[config.mk]
export PLATFORM = sky130hd
export DESIGN_NAME = grb_ctrl
export DESIGN_NICKNAME = d
export VERILOG_FILES = /design/src/design/grb_pkg.sv /design/src/design/grb_ctrl.sv
export SDC_FILE = /design/constraint.sdc
export NUM_CORES = 1
export LEC_CHECK = 0
export ABC_AREA = 1
export BUFFER_PORTS_ARGS = -buffer_cell sky130_fd_sc_hd__buf_2
export CORE_AREA = 2 2 39 41
export CTS_CLUSTER_DIAMETER = 40
export CTS_CLUSTER_SIZE = 8
export DETAILED_ROUTE_END_ITERATION = 16
export DIE_AREA = 0 0 41 43
export GPL_ROUTABILITY_DRIVEN = 0
export PLACE_DENSITY_LB_ADDON = 0.12
export SKIP_LAST_GASP = 1
export SLEW_MARGIN = 20
export SYNTH_ARGS = -nofsm -noshare
export SYNTH_HDL_FRONTEND = slang
export SYNTH_SLANG_ARGS = --single-unit
[constraint.sdc]
create_clock -name clk -period 2.1 [get_ports clk]
set_input_delay 0.21 -clock clk [delete_from_list [all_inputs] [get_ports clk]]
set_output_delay 0.21 -clock clk [all_outputs]
set_load 0.1 [all_outputs]
[src/design/grb_pkg.sv]
package grb_pkg;

  typedef enum logic [1:0] {
    REQ_BLIT  = 2'd0,
    REQ_READ  = 2'd1,
    REQ_CLEAR = 2'd2,
    REQ_NONE  = 2'd3
  } req_t;

  localparam logic [1:0] OP_OR     = 2'd0;
  localparam logic [1:0] OP_ANDNOT = 2'd1;
  localparam logic [1:0] OP_XOR    = 2'd2;

  typedef enum logic [3:0] {
    S_INIT,
    S_IDLE,
    S_B0_RD,
    S_B0_WR,
    S_B1_RD,
    S_B1_WR,
    S_RD,
    S_CLR,
    S_DONE
  } state_t;

  typedef struct packed {
    logic latch;
    logic mem_re;
    logic mem_we;
    logic sel;
    logic clr;
    logic rd;
    logic out_load;
  } cmd_t;

  typedef struct packed {
    logic [1:0] byte_ok;
    logic       clr_last;
    logic       out_free;
  } status_t;

  function automatic logic [7:0] raster_op(input logic [7:0] cur, input logic [7:0] bits,
                                           input logic [1:0] op);
    logic [7:0] res;
    case (op)
      OP_ANDNOT: res = cur & ~bits;
      OP_XOR:    res = cur ^ bits;
      default:   res = cur | bits;
    endcase
    return res;
  endfunction

endpackage

[src/design/grb_ctrl.sv]
module grb_ctrl
  import grb_pkg::*;
(
  input  logic       clk,
  input  logic       rst,
  input  logic       in_valid,
  input  logic [1:0] req_type,
  input  status_t    status,
  output logic       in_stall,
  output cmd_t       cmd
);

  state_t state, state_next;

  always_ff @(posedge clk) begin
    if (rst) begin
      state <= S_INIT;
    end else begin
      state <= state_next;
    end
  end

  always_comb begin
    state_next = state;
    cmd        = '0;
    in_stall   = 1'b1;
    unique case (state)
      S_INIT: begin
        cmd.clr    = 1'b1;
        cmd.mem_we = 1'b1;
        if (status.clr_last) begin
          state_next = S_IDLE;
        end
      end
      S_IDLE: begin
        in_stall = 1'b0;
        if (in_valid) begin
          cmd.latch = 1'b1;
          unique case (req_t'(req_type))
            REQ_BLIT:  state_next = S_B0_RD;
            REQ_READ:  state_next = S_RD;
            REQ_CLEAR: state_next = S_CLR;
            default:   state_next = S_DONE;
          endcase
        end
      end
      S_B0_RD: begin
        if (status.byte_ok[0]) begin
          cmd.mem_re = 1'b1;
          state_next = S_B0_WR;
        end else begin
          state_next = S_B1_RD;
        end
      end
      S_B0_WR: begin
        cmd.mem_we = 1'b1;
        state_next = S_B1_RD;
      end
      S_B1_RD: begin
        cmd.sel = 1'b1;
        if (status.byte_ok[1]) begin
          cmd.mem_re = 1'b1;
          state_next = S_B1_WR;
        end else begin
          state_next = S_DONE;
        end
      end
      S_B1_WR: begin
        cmd.sel    = 1'b1;
        cmd.mem_we = 1'b1;
        state_next = S_DONE;
      end
      S_RD: begin
        cmd.rd     = 1'b1;
        cmd.mem_re = 1'b1;
        state_next = S_DONE;
      end
      S_CLR: begin
        cmd.clr    = 1'b1;
        cmd.mem_we = 1'b1;
        if (status.clr_last) begin
          state_next = S_DONE;
        end
      end
      S_DONE: begin
        // hold until the output register is free
        if (status.out_free) begin
          cmd.out_load = 1'b1;
          state_next   = S_IDLE;
        end
      end
      default: state_next = S_INIT;
    endcase
  end

endmodule

==> metrics.txt <==
# TYPE chip_impl_metric gauge
chip_impl_metric{name="dpl-instance-area",unit="sq um"} 529
chip_impl_metric{name="synth_top_area_share",unit="%"} 20.9
chip_impl_metric{name="synth_area_per_cell",unit="sq um"} 5.36
chip_impl_metric{name="grtUsageMet1",unit="%"} 19.2
chip_impl_info{name="crit_type",value="flop to output pin"} 1
chip_impl_metric{name="period_share",unit="%"} 89.4
chip_impl_metric{name="final_cell_area",unit="sq um"} 552
chip_impl_metric{name="worst-r2r-setup-slack",unit="ns"} 0.71
chip_impl_metric{name="slew_violations",unit=""} 0
chip_impl_metric{name="timing.critical_path.fanout_max",unit=""} 9
chip_impl_metric{name="grt_util_met2",unit="%"} 19.1
chip_impl_metric{name="cap_viol_max_count",unit=""} 0
chip_impl_metric{name="netlist_area",unit="sq um"} 413
chip_impl_metric{name="synth_warnings",unit=""} 0
chip_impl_metric{name="r2r_cells",unit=""} 8
chip_impl_metric{name="syn-instance-count",unit=""} 77
chip_impl_metric{name="clock_tree.htree_level_count",unit=""} 1
chip_impl_metric{name="initial_core_util",unit="%"} 29.8
chip_impl_metric{name="synth.net_count",unit=""} 88
chip_impl_metric{name="final_antenna_net_count",unit=""} 0
chip_impl_metric{name="remaining_drc_errors",unit=""} 0
chip_impl_metric{name="worst_ep_required_time",unit="ns"} 1.89
chip_impl_metric{name="n_fill_cell",unit=""} 156
chip_impl_metric{name="timing.slew.headroom",unit="%"} 68.0
chip_impl_info{name="hold_path_startpoint",value="rst"} 1
chip_impl_metric{name="die_w",unit="microns"} 41
chip_impl_metric{name="overall_routing_resource_usage",unit="%"} 13.6
chip_impl_metric{name="detail_route.iter0.violations",unit=""} 7
chip_impl_info{name="largestRegisters",value="state (4)"} 1
chip_impl_metric{name="clock_transition_at_the_register_clock_pins_on_the_worst_setup_and_hold_paths_after_cts",unit="ns"} 0.04
chip_impl_metric{name="ioPinCount",unit=""} 17
chip_impl_metric{name="dieArea",unit="sq um"} 1760
chip_impl_metric{name="util_after_layout",unit="%"} 39.9
chip_impl_metric{name="synth-simple-area-share",unit="%"} 50.3
chip_impl_metric{name="synth_cell_types",unit=""} 13
chip_impl_metric{name="post_drt_via_cell_ratio",unit=""} 4.36
chip_impl_metric{name="synth-compound-area-share",unit="%"} 9.70
chip_impl_metric{name="number_of_cells_traversed_by_the_worst_hold_path",unit=""} 2
chip_impl_info{name="synth_top_family_by_area",value="simple AND/OR/NAND/NOR gates"} 1
chip_impl_metric{name="first_pass_iters",unit=""} 3
chip_impl_metric{name="setup_ws",unit="ns"} 0.223
chip_impl_metric{name="multiInputGateArea",unit="sq um"} 289
chip_impl_info{name="cts_root_buf",value="sky130_fd_sc_hd__clkbuf_4"} 1
chip_impl_metric{name="insertion_delay",unit="ns"} 0.23
chip_impl_metric{name="antenna_found_initial",unit=""} 0
chip_impl_metric{name="cts_made_buffers",unit=""} 3
chip_impl_info{name="status",value="completed"} 1
chip_impl_metric{name="antennaDiodeCount",unit=""} 0
chip_impl_metric{name="post_cts.resized_instances",unit=""} 0
chip_impl_info{name="worstSetupStartpointType",value="flop"} 1
chip_impl_metric{name="first_global_vias",unit=""} 406
chip_impl_metric{name="wire_length_of_the_first_global_routing_pass",unit="microns"} 1640
chip_impl_metric{name="timing_worst_slew_pin_value",unit="ns"} 0.483
chip_impl_metric{name="setup-violations-final",unit=""} 0
chip_impl_metric{name="pre_cts_ws",unit="ns"} 0.447
chip_impl_metric{name="core_region",unit="sq um"} 1380
chip_impl_metric{name="synthesized_area_fraction_occupied_by_adder_cells",unit="%"} 6.06
chip_impl_metric{name="synth_mux_area_share",unit="%"} 0
chip_impl_metric{name="sequential_cell_area",unit="sq um"} 80.1
chip_impl_info{name="setup.worst_path.end_class",value="output pin"} 1
chip_impl_info{name="worstHoldPathType",value="primary input to flop"} 1
chip_impl_metric{name="synth.ff_latch_count",unit=""} 4
chip_impl_metric{name="drt_total_wl",unit="microns"} 992
chip_impl_metric{name="final_nets",unit=""} 109
chip_impl_metric{name="fmax",unit="MHz"} 533
chip_impl_info{name="tritoncts",value="yes"} 1
chip_impl_metric{name="num_vias",unit=""} 488
chip_impl_info{name="r2r_start",value="state[0]"} 1
chip_impl_metric{name="time_the_final_worst_path_needs_with_i_o_delays_and_setup",unit="ns"} 1.88
chip_impl_info{name="rsz0062_at_grt",value="no"} 1
chip_impl_info{name="rr_endpoint",value="state[2]"} 1
chip_impl_metric{name="cell_row_count",unit=""} 14
chip_impl_metric{name="post_synthesis_sequential_area_ratio",unit="%"} 19.4
chip_impl_metric{name="post_route_cells_drive_above_1_share",unit="%"} 32.3
chip_impl_metric{name="grt_start_max_net_pins",unit=""} 10
chip_impl_metric{name="arrival_time_at_the_worst_endpoint",unit="ns"} 1.67
chip_impl_info{name="worstHoldEndpoint",value="state[1]"} 1
chip_impl_metric{name="clock_sinks",unit=""} 4
chip_impl_metric{name="finalHoldViolCount",unit=""} 0
chip_impl_metric{name="xor_xnor_share_of_the_synthesized_area",unit="%"} 0
chip_impl_metric{name="grt_use_met3",unit="%"} 4.19
chip_impl_metric{name="avgRoutedWirePerCell",unit="microns"} 8.86
chip_impl_metric{name="grt_overflow_total",unit=""} 0
chip_impl_info{name="synth_top_cells_by_area",value="sky130_fd_sc_hd__nand2_1 21%, sky130_fd_sc_hd__dfxtp_1 19%, sky130_fd_sc_hd__inv_1 14%"} 1
chip_impl_metric{name="place_hpwl",unit="microns"} 841
chip_impl_metric{name="fin_worst_skew",unit="ns"} 0.00789
chip_impl_metric{name="clock_path_buffers",unit=""} 2
chip_impl_info{name="registers.top_by_ff_count",value="state"} 1
chip_impl_metric{name="setup_tns",unit="ns"} 0
chip_impl_info{name="grt-busiest-layer",value="met1"} 1
chip_impl_info{name="synth_area_leader_cell",value="sky130_fd_sc_hd__nand2_1"} 1
chip_impl_metric{name="die_h",unit="microns"} 43
chip_impl_metric{name="port_buffers",unit=""} 16
chip_impl_metric{name="area_delta_synth_final",unit="%"} 33.6
chip_impl_metric{name="largest_reg_flops",unit=""} 4
chip_impl_metric{name="post_cts_buffers",unit=""} 0
chip_impl_metric{name="cts_hold_repair.buffers",unit=""} 0
worst max-delay path: stages, from the launching register on:
cell                      delay, ns
sky130_fd_sc_hd__dfxtp_1       0.34
sky130_fd_sc_hd__nor2_2        0.36
sky130_fd_sc_hd__nand3_1       0.16
sky130_fd_sc_hd__nand2_1       0.08
sky130_fd_sc_hd__inv_1         0.05
sky130_fd_sc_hd__nand2_1       0.04
sky130_fd_sc_hd__buf_2         0.41
cell usage in the layout (no fill, tap or decap):
cell / n
sky130_fd_sc_hd__nand2_1: 22
sky130_fd_sc_hd__buf_2: 16
sky130_fd_sc_hd__inv_1: 15
sky130_fd_sc_hd__nand3_1: 7
sky130_fd_sc_hd__nor2_1: 6
sky130_fd_sc_hd__nor2_2: 5
sky130_fd_sc_hd__a21oi_1: 5
sky130_fd_sc_hd__nand2_2: 4
sky130_fd_sc_hd__dfxtp_1: 4
sky130_fd_sc_hd__clkbuf_4: 3
sky130_fd_sc_hd__o21ai_0: 2
sky130_fd_sc_hd__ha_1: 2
sky130_fd_sc_hd__inv_2: 1
sky130_fd_sc_hd__nor2_4: 1
sky130_fd_sc_hd__o21ai_2: 1
sky130_fd_sc_hd__nand3b_1: 1
sky130_fd_sc_hd__nor3_1: 1
Yosys cell counts:
cell type and instances:
sky130_fd_sc_hd__nand3_1 7, sky130_fd_sc_hd__nor2_2 4, sky130_fd_sc_hd__nor2_1 8, sky130_fd_sc_hd__ha_1 2, sky130_fd_sc_hd__o21ai_0 3, sky130_fd_sc_hd__nand2_1 23, sky130_fd_sc_hd__inv_2 1, sky130_fd_sc_hd__nand2_2 3
sky130_fd_sc_hd__nor3_1 1, sky130_fd_sc_hd__dfxtp_1 4, sky130_fd_sc_hd__nand3b_1 1, sky130_fd_sc_hd__inv_1 15, sky130_fd_sc_hd__a21oi_1 5
kinds of logic after synthesis:
logic type	Yosys count
AO/OA/AOI/OAI	8
buffers and inverters	16
flip-flops	4
adder cells (fa/ha/maj)	2
AND/OR/NAND/NOR	47
final cells by class:
| class | count | area share, % |
|---|---|---|
| sequential | 4 | 14.5 |
| timing repair buffer | 16 | 14.5 |
| clock buffer | 3 | 4.08 |
| multi-input combinational | 57 | 52.4 |
| inverter | 16 | 10.9 |
| tap | 16 | 3.63 |
worst max path at each step:
stage,start,end,slack [ns],depth (start not counted)
final,state[3],cmd[5],0.22,6
after global routing,state[3],cmd[5],0.07,6
after CTS,state[3],cmd[5],0.20,6
after detailed placement,state[3],cmd[5],0.45,6
after global placement,state[3],cmd[5],0.48,6
after floorplan,state[0],cmd[0],0.01,3
stage by stage:
stage | cells | hold slack [ns]
after floorplan | 77 | 0.279
after global placement | 109 | 0.425
after detailed placement | 109 | 0.421
after CTS | 112 | 0.171
after global routing | 112 | 0.190
final | 112 | 0.179
layer usage:
metal	up-vias	share of wire (%)
met3	0	3.8
met5	-	0
met4	0	0
met1	207	52
li1	273	-
met2	8	45
Power is left out: the tool's default activity adds up to more than one toggle a clock period on the data nets, which glitch-free logic cannot reach.
